File: src/rtl/core/mss_pkg.sv
// shared types and constants for the mips subset stepper
package mss_pkg;

    localparam int MemBytesDefault = 4096;

    localparam logic [5:0] OP_SPECIAL = 6'h00;
    localparam logic [5:0] OP_J       = 6'h02;
    localparam logic [5:0] OP_JAL     = 6'h03;
    localparam logic [5:0] OP_BEQ     = 6'h04;
    localparam logic [5:0] OP_BNE     = 6'h05;
    localparam logic [5:0] OP_ADDI    = 6'h08;
    localparam logic [5:0] OP_ADDIU   = 6'h09;
    localparam logic [5:0] OP_SLTI    = 6'h0a;
    localparam logic [5:0] OP_SLTIU   = 6'h0b;
    localparam logic [5:0] OP_ANDI    = 6'h0c;
    localparam logic [5:0] OP_ORI     = 6'h0d;
    localparam logic [5:0] OP_LUI     = 6'h0f;
    localparam logic [5:0] OP_LW      = 6'h23;
    localparam logic [5:0] OP_LBU     = 6'h24;
    localparam logic [5:0] OP_LHU     = 6'h25;
    localparam logic [5:0] OP_SB      = 6'h28;
    localparam logic [5:0] OP_SH      = 6'h29;
    localparam logic [5:0] OP_SW      = 6'h2b;
    localparam logic [5:0] OP_LL      = 6'h30;
    localparam logic [5:0] OP_SC      = 6'h38;

    localparam logic [5:0] FN_SLL  = 6'h00;
    localparam logic [5:0] FN_SRL  = 6'h02;
    localparam logic [5:0] FN_JR   = 6'h08;
    localparam logic [5:0] FN_ADD  = 6'h20;
    localparam logic [5:0] FN_ADDU = 6'h21;
    localparam logic [5:0] FN_SUB  = 6'h22;
    localparam logic [5:0] FN_SUBU = 6'h23;
    localparam logic [5:0] FN_AND  = 6'h24;
    localparam logic [5:0] FN_OR   = 6'h25;
    localparam logic [5:0] FN_NOR  = 6'h27;
    localparam logic [5:0] FN_SLT  = 6'h2a;
    localparam logic [5:0] FN_SLTU = 6'h2b;

    localparam logic [2:0] ST_EXEC   = 3'd0;
    localparam logic [2:0] ST_WRAP   = 3'd1;
    localparam logic [2:0] ST_RANGE  = 3'd2;
    localparam logic [2:0] ST_UNKNOWN = 3'd3;
    localparam logic [2:0] ST_LOADED = 3'd4;

    localparam logic CMD_LOAD = 1'b0;
    localparam logic CMD_STEP = 1'b1;

    localparam logic [0:0] REG_PROGRAM_WORDS = 1'b0;

    typedef struct packed {
        logic        command;
        logic [11:0] load_address;
        logic [7:0]  load_byte;
    } t_req;

    typedef struct packed {
        logic [2:0]  status;
        logic [31:0] next_pc;
        logic        reg_written;
        logic [4:0]  reg_index;
        logic [31:0] reg_value;
        logic [2:0]  store_bytes;
        logic [11:0] store_address;
    } t_rsp;

    // memory port selection driven by the controller
    typedef enum logic [1:0] {
        MA_LOAD, MA_FETCH, MA_DATA
    } t_maddr;

    // controller to datapath commands
    typedef struct packed {
        logic       take_req;
        logic       clr_clear;
        logic       clr_step;
        logic       mem_rd;
        logic       mem_wr;
        t_maddr     msel;
        logic [1:0] bidx;
        logic       cap_ins;
        logic       cap_data;
        logic       reg_rd;
        logic       exec;
        logic       commit;
        logic       fin_range;
        logic       fin_load;
    } t_cmd;

    // datapath to controller status
    typedef struct packed {
        logic       is_load;
        logic       in_range;
        logic [2:0] ld_bytes;
        logic [2:0] st_bytes;
        logic       clr_done;
    } t_sts;

endpackage

File: src/rtl/core/mss_ctrl.sv
// sequencing state machine of the stepper
module mss_ctrl (
    input  logic          i_clk,
    input  logic          i_rst_n,
    input  logic          i_valid,
    output logic          o_ready,
    output logic          o_valid,
    input  logic          i_ready,
    input  mss_pkg::t_sts i_sts,
    output mss_pkg::t_cmd o_cmd
);
    import mss_pkg::*;

    typedef enum logic [3:0] {
        S_CLEAR, S_IDLE, S_DECIDE, S_FETCH, S_FWAIT, S_REGRD, S_EXEC,
        S_DRD, S_DWAIT, S_DWR, S_COMMIT, S_OUT
    } t_state;

    t_state     r_state, n_state;
    logic [2:0] r_cnt, n_cnt;
    logic       r_ovalid, n_ovalid;

    assign o_ready = (r_state == S_IDLE) && !r_ovalid;
    assign o_valid = r_ovalid;

    // next state and commands
    always_comb begin
        n_state  = r_state;
        n_cnt    = r_cnt;
        n_ovalid = r_ovalid;
        o_cmd    = '0;
        o_cmd.msel = MA_FETCH;
        o_cmd.bidx = r_cnt[1:0];
        if (r_ovalid && i_ready) begin
            n_ovalid = 1'b0;
        end
        unique case (r_state)
            S_CLEAR: begin
                o_cmd.clr_step = 1'b1;
                o_cmd.mem_wr   = 1'b1;
                o_cmd.clr_clear = 1'b1;
                if (i_sts.clr_done) begin
                    n_state = S_IDLE;
                end
            end
            S_IDLE: begin
                if (i_valid && o_ready) begin
                    o_cmd.take_req = 1'b1;
                    n_state = S_DECIDE;
                end
            end
            S_DECIDE: begin
                n_cnt = 3'd0;
                if (i_sts.is_load) begin
                    o_cmd.mem_wr   = 1'b1;
                    o_cmd.msel     = MA_LOAD;
                    o_cmd.fin_load = 1'b1;
                    n_state = S_OUT;
                end else if (!i_sts.in_range) begin
                    o_cmd.fin_range = 1'b1;
                    n_state = S_OUT;
                end else begin
                    n_state = S_FETCH;
                end
            end
            S_FETCH: begin
                o_cmd.mem_rd = 1'b1;
                n_state = S_FWAIT;
            end
            S_FWAIT: begin
                o_cmd.bidx    = r_cnt[1:0];
                o_cmd.cap_ins = 1'b1;
                if (r_cnt == 3'd3) begin
                    n_state = S_REGRD;
                end else begin
                    n_cnt   = r_cnt + 3'd1;
                    n_state = S_FETCH;
                end
            end
            S_REGRD: begin
                o_cmd.reg_rd = 1'b1;
                n_state = S_EXEC;
            end
            S_EXEC: begin
                o_cmd.exec = 1'b1;
                n_cnt = 3'd0;
                if (i_sts.ld_bytes != 3'd0) begin
                    n_state = S_DRD;
                end else if (i_sts.st_bytes != 3'd0) begin
                    n_state = S_DWR;
                end else begin
                    n_state = S_COMMIT;
                end
            end
            S_DRD: begin
                o_cmd.msel   = MA_DATA;
                o_cmd.mem_rd = 1'b1;
                n_state = S_DWAIT;
            end
            S_DWAIT: begin
                o_cmd.cap_data = 1'b1;
                n_cnt = r_cnt + 3'd1;
                n_state = (n_cnt == i_sts.ld_bytes) ? S_COMMIT : S_DRD;
            end
            S_DWR: begin
                o_cmd.msel   = MA_DATA;
                o_cmd.mem_wr = 1'b1;
                n_cnt = r_cnt + 3'd1;
                if (n_cnt == i_sts.st_bytes) begin
                    n_state = S_COMMIT;
                end
            end
            S_COMMIT: begin
                o_cmd.commit = 1'b1;
                n_state = S_OUT;
            end
            S_OUT: begin
                n_ovalid = 1'b1;
                n_state  = S_IDLE;
            end
            default: n_state = S_IDLE;
        endcase
    end

    // state and registered outputs
    always_ff @(posedge i_clk) begin
        if (!i_rst_n) begin
            r_state  <= S_CLEAR;
            r_cnt    <= 3'd0;
            r_ovalid <= 1'b0;
        end else begin
            r_state  <= n_state;
            r_cnt    <= n_cnt;
            r_ovalid <= n_ovalid;
        end
    end
endmodule

File: config.mk
export PLATFORM = sky130hd
export DESIGN_NAME = mss_ctrl
export DESIGN_NICKNAME = d
export VERILOG_FILES = /design/src/rtl/core/mss_pkg.sv /design/src/rtl/core/mss_ctrl.sv
export SDC_FILE = /design/constraint.sdc
export NUM_CORES = 1
export LEC_CHECK = 0
export BUFFER_PORTS_ARGS = -buffer_cell sky130_fd_sc_hd__clkbuf_2
export CORE_ASPECT_RATIO = 0.9
export CORE_UTILIZATION = 47
export CTS_CLUSTER_DIAMETER = 200
export DETAILED_ROUTE_END_ITERATION = 6
export HOLD_SLACK_MARGIN = 0.03
export PLACE_DENSITY_LB_ADDON = 0.05
export SLEW_MARGIN = 20
export SYNTH_ARGS = -nofsm -noshare
export SYNTH_HDL_FRONTEND = slang
export SYNTH_SLANG_ARGS = --single-unit
File: constraint.sdc
create_clock -name i_clk -period 2.3 [get_ports i_clk]
set_input_delay 0.345 -clock i_clk [delete_from_list [all_inputs] [get_ports i_clk]]
set_output_delay 0.345 -clock i_clk [all_outputs]
set_load 0.01 [all_outputs]
==> key figures, run 1 <==
STA
  • Final critical delay including setup and external delays: 2029 ps
  • Max_slew headroom: 0.6083
  • Worst setup margin: 271.1 ps
  • Fmax achieved: 492.9 MHz
  • Summed negative setup slack over all endpoints: 0 ps
  • Period utilisation layout: 0.8821
  • Final hold vios: 0
  • Worst Tran Pin Value: 586.8 ps
  • Count of endpoints failing setup in the final report: 0
  • Largest clock skew in the final design: 2.224 ps
  • Setup repair after global routing missed its margin: false
  • Worst hold margin: 366.6 ps
  • Final number of max-transition violations: 0

Worst setup path
  • Setup crit start: r_state[1]$_SDFFE_PN0P_
  • Startpoint of the most critical register-to-register path: r_cnt[0]$_SDFFE_PN0P_
  • Worst EP required: 1960 ps
  • Critical Path Start Type: flip-flop
  • Critical path arrival: 1680 ps
  • CP max FO: 9
  • Number of cells on the worst reg-to-reg path: 6
  • Type of the setup path with the least slack: flip-flop to output pin
  • Critical Path Sink Type: output pin

Final layout
  • Filler cell count in the final layout: 144
  • Most common library cell in the layout ignoring fill and taps: sky130_fd_sc_hd__clkbuf_2
  • Nets: 149
  • Area taken by flip-flops and latches: 160.2 µm²
  • Growth of design area from synthesis to finish: 18.91%
  • Leading cell types in the layout, fill and taps excluded: sky130_fd_sc_hd__clkbuf_2, sky130_fd_sc_hd__nor2_1, sky130_fd_sc_hd__dfxtp_1
  • Inserted Diodes: 0
  • Combined area of the multi-input logic cells: 558.0 µm²
  • Post-Layout Inst Area: 952.2 µm²
  • Share of cells above drive strength 1: 0.2955
  • Final cell count without fillers: 154

GRT
  • Overflow left after global routing: 0
  • Global-route wire length before repair: 2925 µm
  • Number of antenna violations at the first check in global routing: 0
  • Total track usage: 0.2252
  • Vias in the first global route: 666
  • Maximum number of pins on one net before global-route repair: 19

Power and ir drop
  • Leak pwr: 0.4269 nW
  • Internal Dissipation: 0.0005044 W
  • Combinational fraction of design power: 0.610
  • Total power density per cell area: 1011 nW/µm²
  • Sw Share: 0.4759
  • Switching power total: 0.0004581 W
  • Peak supply drop: 0.5611 mV
  • Sequential Power Share: 0.279
  • Share of total power in the clock network: 0.112

Die
  • Full die area: 1873 µm²
  • Die span in x: 45.51 µm
  • Core Region: 1513 µm²
  • Die outline height: 41.16 µm
  • I/O pin count: 31
  • Std-Cell Rows: 13
  • Starting utilization of the core area: 0.5294

Detailed routing
  • Number of vias in the routed layout: 835
  • Drt initial violations: 24
  • Post-DR wirelength/cell: 12.41 µm
  • DRC violations left: 0
  • Final Routed Wirelength: 1911 µm
  • Pre-antenna DRT Iters: 4
  • Remaining antenna violation count after routing: 0
  • Vias per std cell: 5.422

Yosys
  • Library cell with the largest summed area after synthesis: sky130_fd_sc_hd__dfxtp_1
  • Post-synth EDFFs: 0
  • Number of nets in the synthesized netlist: 121
  • Share of flip-flops with an asynchronous set or reset: 0
  • Part of the Yosys area used for sequential elements: 0.2000
  • Top_reg_cell synth: sky130_fd_sc_hd__dfxtp_1
  • Post-synthesis cell area: 800.8 µm²
  • Number of storage elements in the synthesis netlist: 8
  • Distinct cell type count of the synthesized netlist: 39
  • Mean area per synthesized cell: 7.554 µm²
  • Top cell type's share of synthesized area: 0.2000
  • Top cells by area, synth: sky130_fd_sc_hd__dfxtp_1, sky130_fd_sc_hd__nand2b_1, sky130_fd_sc_hd__xor2_1
  • Post-Synthesis Cells: 106
  • Warnings from Yosys: 0

Flow run
  • Reported max-cap violation count: 0

CTS
  • Total clock sinks: 8
  • Clock latency at the later pin of the worst-skew pair: 250 ps
  • H-tree depth reported by CTS: 1
  • Clock tree from TritonCTS: built
  • Number of hold-repair buffers added at the cts stage: 0
  • Number of post-CTS setup repair buffers: 0
  • Post-CTS sizing: 0
  • Clock buffer count from CTS: 3
  • Library cell used as clock root buffer: sky130_fd_sc_hd__clkbuf_4
  • CTS Buffer Depth: 2
  • Clock slew seen by the registers of the worst setup and hold paths: 50 ps

Worst hold path
  • Cells on Worst Hold Path: 3
  • Classification of the worst-slack hold path: input pin to flip-flop
  • Launch point of the worst hold path: i_ready

Placed design
  • Cell area after placement: 929.6 µm²
  • Minimum setup slack after placement: 448.8 ps
  • Placed wire-length estimate after detailed placement: 1530 µm
  • Post-placement cell count: 151
  • GPL Wtd Cong: 0.7909
  • Count of input and output buffers: 30

Run status
  • Result of the run: finished, final reports clean
stage by stage:
stage | total power, W | util
after CTS | 0.0009630 | 0.6294
final | 0.0009625 | 0.6294
after floorplan | 0.0007238 | -
after detailed placement | 0.0008511 | 0.6146
after global placement | 0.0008444 | 0.6146
after global routing | 0.001049 | 0.6294
flip-flops by register name, summed over array words and instances, names as in the netlist:
name	cells
r_state	4
r_cnt	3
o_valid	1
cells in the mapped netlist (4+ instances only):
cell type	n
sky130_fd_sc_hd__buf_4	4
sky130_fd_sc_hd__xor2_1	5
sky130_fd_sc_hd__nor2_1	9
sky130_fd_sc_hd__nor2b_1	6
sky130_fd_sc_hd__a21oi_1	5
sky130_fd_sc_hd__nand2_1	7
sky130_fd_sc_hd__dfxtp_1	8
sky130_fd_sc_hd__nand3_1	5
sky130_fd_sc_hd__a211o_1	4
sky130_fd_sc_hd__nand2b_1	7
sky130_fd_sc_hd__inv_1	7
worst max-delay path: stages (launching register included):
cell,delay [ps]
sky130_fd_sc_hd__dfxtp_1,500
sky130_fd_sc_hd__buf_4,210
sky130_fd_sc_hd__nor2b_1,300
sky130_fd_sc_hd__nand2_1,80
sky130_fd_sc_hd__a21boi_0,180
sky130_fd_sc_hd__clkbuf_2,150
path summary, 6_finish.rpt:
path | to | slack (ps)
worst min-delay path | o_valid$_SDFFE_PN0P_ | 370
worst max register to register | r_state[1]$_SDFFE_PN0P_ | 410
worst max-delay path | o_cmd[10] | 270
worst min register to register | r_cnt[2]$_SDFFE_PN0P_ | 470
cells by family (layout without fill, tap and decap cells):
group	Yosys count	after routing	synth area share
and+or+nand+nor	46	46	0.3000
AOI/OAI and AO/OA	27	27	0.2781
buffers and inverters	15	41	0.1031
xor gates and xnor gates	8	8	0.08750
DFF	8	8	0.2000
adders and majority gates	2	2	0.03125
metal layers:
metal | wire length, µm | GRT usage | up-vias
li1 | - | - | 427
met3 | 122 | 0.07930 | 0
met5 | 0 | 0 | -
met4 | 0 | 0 | 0
met2 | 877 | 0.3857 | 31
met1 | 911 | 0.2887 | 377
power groups by stage:
stage | Combinational [W] | Sequential (W) | Clock, W
6_report | 0.000587 | 0.000268 | 0.000107
5_1_grt | 0.000647 | 0.000278 | 0.000124
4_1_cts | 0.000584 | 0.000265 | 0.000114
3_5_place_dp | 0.000582 | 0.000269 | 0
3_3_place_gp | 0.000577 | 0.000267 | 0
2_1_floorplan | 0.000519 | 0.000205 | 0
area by class of cell:
class | instances | share of cell area
well taps | 22 | 0.02891
flip-flops and latches | 8 | 0.1682
inverters | 7 | 0.02760
multi-input cells | 83 | 0.5861
repair buffers | 31 | 0.1656
clock buffers | 3 | 0.02365
Power figures use the tool's default switching activity.
==> inputs of run 2 (changes only) <==
--- a/config.mk
+++ b/config.mk
@@ -12,6 +12,7 @@
 export DETAILED_ROUTE_END_ITERATION = 6
 export HOLD_SLACK_MARGIN = 0.03
 export PLACE_DENSITY_LB_ADDON = 0.05
+export RECOVER_POWER = 25
 export SLEW_MARGIN = 20
 export SYNTH_ARGS = -nofsm -noshare
 export SYNTH_HDL_FRONTEND = slang
==> run 2 against run 1 <==
Global-route usage unchanged. Critical endpoint unchanged. Clock power about the same. Final area fell by 0.53%. Critical path type unchanged. Largest power group unchanged.
==> key figures, run 2 (synthesized netlist as in run 1, its figures left out) <==
Run status
  • Result of the run: finished, final reports clean (unchanged)

Detailed routing
  • Post-Route M1 WL: 916 µm (was 911 µm)
  • Post-DR wirelength/cell: 12.40 µm (was 12.41 µm)
  • Final Routed Wirelength: 1909 µm (was 1911 µm)
  • DRC violations left: 0 (unchanged)
  • Vias per std cell: 5.416 (was 5.422)
  • Drt initial violations: 24 (unchanged)
  • Remaining antenna violation count after routing: 0 (unchanged)
  • Length of routed met2 wiring: 871 µm (was 877 µm)
  • Number of vias in the routed layout: 834 (was 835)
  • Highest metal used: met3 (unchanged)
  • Met3 wirelength from detailed routing: 121 µm (was 122 µm)
  • Pre-antenna DRT Iters: 4 (unchanged)

Final layout
  • Max FFs per register: 4 (unchanged)
  • Share of cells above drive strength 1: 0.2652 (was 0.2955)
  • Growth of design area from synthesis to finish: 18.28% (was 18.91%)
  • Nets: 149 (unchanged)
  • Leading cell types in the layout, fill and taps excluded: sky130_fd_sc_hd__clkbuf_2, sky130_fd_sc_hd__nor2_1, sky130_fd_sc_hd__dfxtp_1 (unchanged)
  • Inserted Diodes: 0 (unchanged)
  • Register bank with the most flops: r_state (unchanged)
  • Filler cell count in the final layout: 147 (was 144)
  • Post-Layout Inst Area: 947.2 µm² (was 952.2 µm²)
  • Most common library cell in the layout ignoring fill and taps: sky130_fd_sc_hd__clkbuf_2 (unchanged)

Die
  • Full die area: 1873 µm² (unchanged)
  • I/O pin count: 31 (unchanged)
  • Die span in x: 45.51 µm (unchanged)
  • Starting utilization of the core area: 0.5294 (unchanged)
  • Die outline height: 41.16 µm (unchanged)
  • Std-Cell Rows: 13 (unchanged)
  • Core Region: 1513 µm² (unchanged)

Worst setup path
  • Standard cell with the maximum stage delay on the critical path: sky130_fd_sc_hd__dfxtp_1 (unchanged)
  • Critical Path Start Type: flip-flop (unchanged)
  • CP max stage delay: 500 ps (about the same)
  • Type of the setup path with the least slack: flip-flop to output pin (unchanged)
  • Setup crit start: r_state[1]$_SDFFE_PN0P_ (unchanged)
  • Critical Path Sink Type: output pin (unchanged)
  • Startpoint of the most critical register-to-register path: r_cnt[0]$_SDFFE_PN0P_ (unchanged)
  • Sequence of cells on the critical path: buf_4, nor2b_1, nand2_1, a21boi_0, clkbuf_2 (unchanged)
  • CP max FO: 9 (unchanged)
  • Worst EP required: 1960 ps (about the same)
  • Critical path arrival: 1680 ps (about the same)

CTS
  • H-tree depth reported by CTS: 1 (unchanged)
  • Clock latency at the later pin of the worst-skew pair: 250 ps (about the same)
  • Number of hold-repair buffers added at the cts stage: 0 (unchanged)
  • Post-CTS sizing: 0 (unchanged)
  • Total clock sinks: 8 (unchanged)
  • Clock buffer count from CTS: 3 (unchanged)
  • Library cell used as clock root buffer: sky130_fd_sc_hd__clkbuf_4 (unchanged)
  • CTS Buffer Depth: 2 (unchanged)
  • Number of post-CTS setup repair buffers: 0 (unchanged)
  • Clock tree from TritonCTS: built (unchanged)
  • Clock slew seen by the registers of the worst setup and hold paths: 50 ps (about the same)

Power and ir drop
  • Total power density per cell area: 1010 nW/µm² (was 1011 nW/µm²)
  • Switching power total: 0.0004557 W (was 0.0004581 W)
  • Combinational fraction of design power: 0.608 (was 0.610)
  • Peak supply drop: 0.5605 mV (was 0.5611 mV)
  • Internal Dissipation: 0.0005014 W (was 0.0005044 W)
  • Sequential Power Share: 0.280 (was 0.279)
  • Leak pwr: 0.4132 nW (was 0.4269 nW)
  • Share of total power in the clock network: 0.112 (about the same)
  • Sw Share: 0.4761 (was 0.4759)

STA
  • Summed negative setup slack over all endpoints: 0 ps (unchanged)
  • Worst Tran Pin Value: 648.0 ps (was 586.8 ps)
  • Max_slew headroom: 0.5634 (was 0.6083)
  • Fmax achieved: 493.8 MHz (was 492.9 MHz)
  • Largest clock skew in the final design: 2.156 ps (was 2.224 ps)
  • Final number of max-transition violations: 0 (unchanged)
  • Period utilisation layout: 0.8804 (was 0.8821)
  • Setup repair after global routing missed its margin: false (unchanged)
  • Count of endpoints failing setup in the final report: 0 (unchanged)
  • Final critical delay including setup and external delays: 2025 ps (was 2029 ps)
  • Final hold vios: 0 (unchanged)

GRT
  • Global-route wire length before repair: 2925 µm (unchanged)
  • Vias in the first global route: 666 (unchanged)
  • Number of antenna violations at the first check in global routing: 0 (unchanged)
  • Total track usage: 0.2252 (unchanged)
  • Maximum number of pins on one net before global-route repair: 19 (unchanged)
  • Overflow left after global routing: 0 (unchanged)

Placed design
  • Cell area after placement: 929.6 µm² (unchanged)
  • GPL Wtd Cong: 0.7909 (unchanged)
  • Count of input and output buffers: 30 (unchanged)
  • Placed wire-length estimate after detailed placement: 1530 µm (unchanged)

Worst hold path
  • Launch point of the worst hold path: i_ready (unchanged)
  • Classification of the worst-slack hold path: input pin to flip-flop (unchanged)

Flow run
  • Reported max-cap violation count: 0 (unchanged)
## run 2: cell counts in the layout (fill, tap and decap cells not counted)
No cell type changed its count.
## run 2: power by group through the flow
stage | logic [W] | clock network [W] | registers, W
floorplan | 0.000519 | 0 | 0.000205
global placement | 0.000577 | 0 | 0.000267
detailed placement | 0.000582 | 0 | 0.000269
CTS | 0.000584 | 0.000114 | 0.000265
global route | 0.000643 | 0.000124 | 0.000278
finish | 0.000582 | 0.000107 | 0.000268
## run 2: worst paths after layout
kind	end	slack, ps	cells past startpoint
worst max-delay path	o_cmd[10]	280	5
worst min-delay path	o_valid$_SDFFE_PN0P_	370	3
worst max register to register	r_state[1]$_SDFFE_PN0P_	410	6
worst min register to register	r_cnt[2]$_SDFFE_PN0P_	470	2
## run 2: metrics by stage
step	util	hold slack [ps]	setup slack [ps]	std cells	total power, W
global route	0.6261	368.3	107.2	154	0.001046
global placement	0.6146	455.2	534.6	151	0.0008444
detailed placement	0.6146	461.8	448.8	151	0.0008511
CTS	0.6294	361.2	285.6	154	0.0009630
finish	0.6261	366.4	275.1	154	0.0009571
floorplan	-	443.5	586.1	106	0.0007238
## run 2: critical path, delay by kind of cell, from the launching register on
family	cells	cell delay (ps)
and+or+nand+nor	2	380
DFF	1	500
AOI/OAI and AO/OA	1	180
buffers and inverters	2	360
## run 2: metal layers
metal / track usage / vias to the layer above
met5: 0 / -
met4: 0 / 0
met3: 0.07930 / 0
met2: 0.3857 / 31
met1: 0.2887 / 376
li1: - / 427
## run 2: layout make-up
class | instances | area, µm² | share of cell area
Multi-Input combinational cell | 83 | 558.0 | 0.5892
Timing Repair Buffer | 31 | 152.6 | 0.1612
Sequential cell | 8 | 160.2 | 0.1691
Tap cell | 22 | 27.53 | 0.02906
Clock buffer | 3 | 22.52 | 0.02378
Inverter | 7 | 26.28 | 0.02774
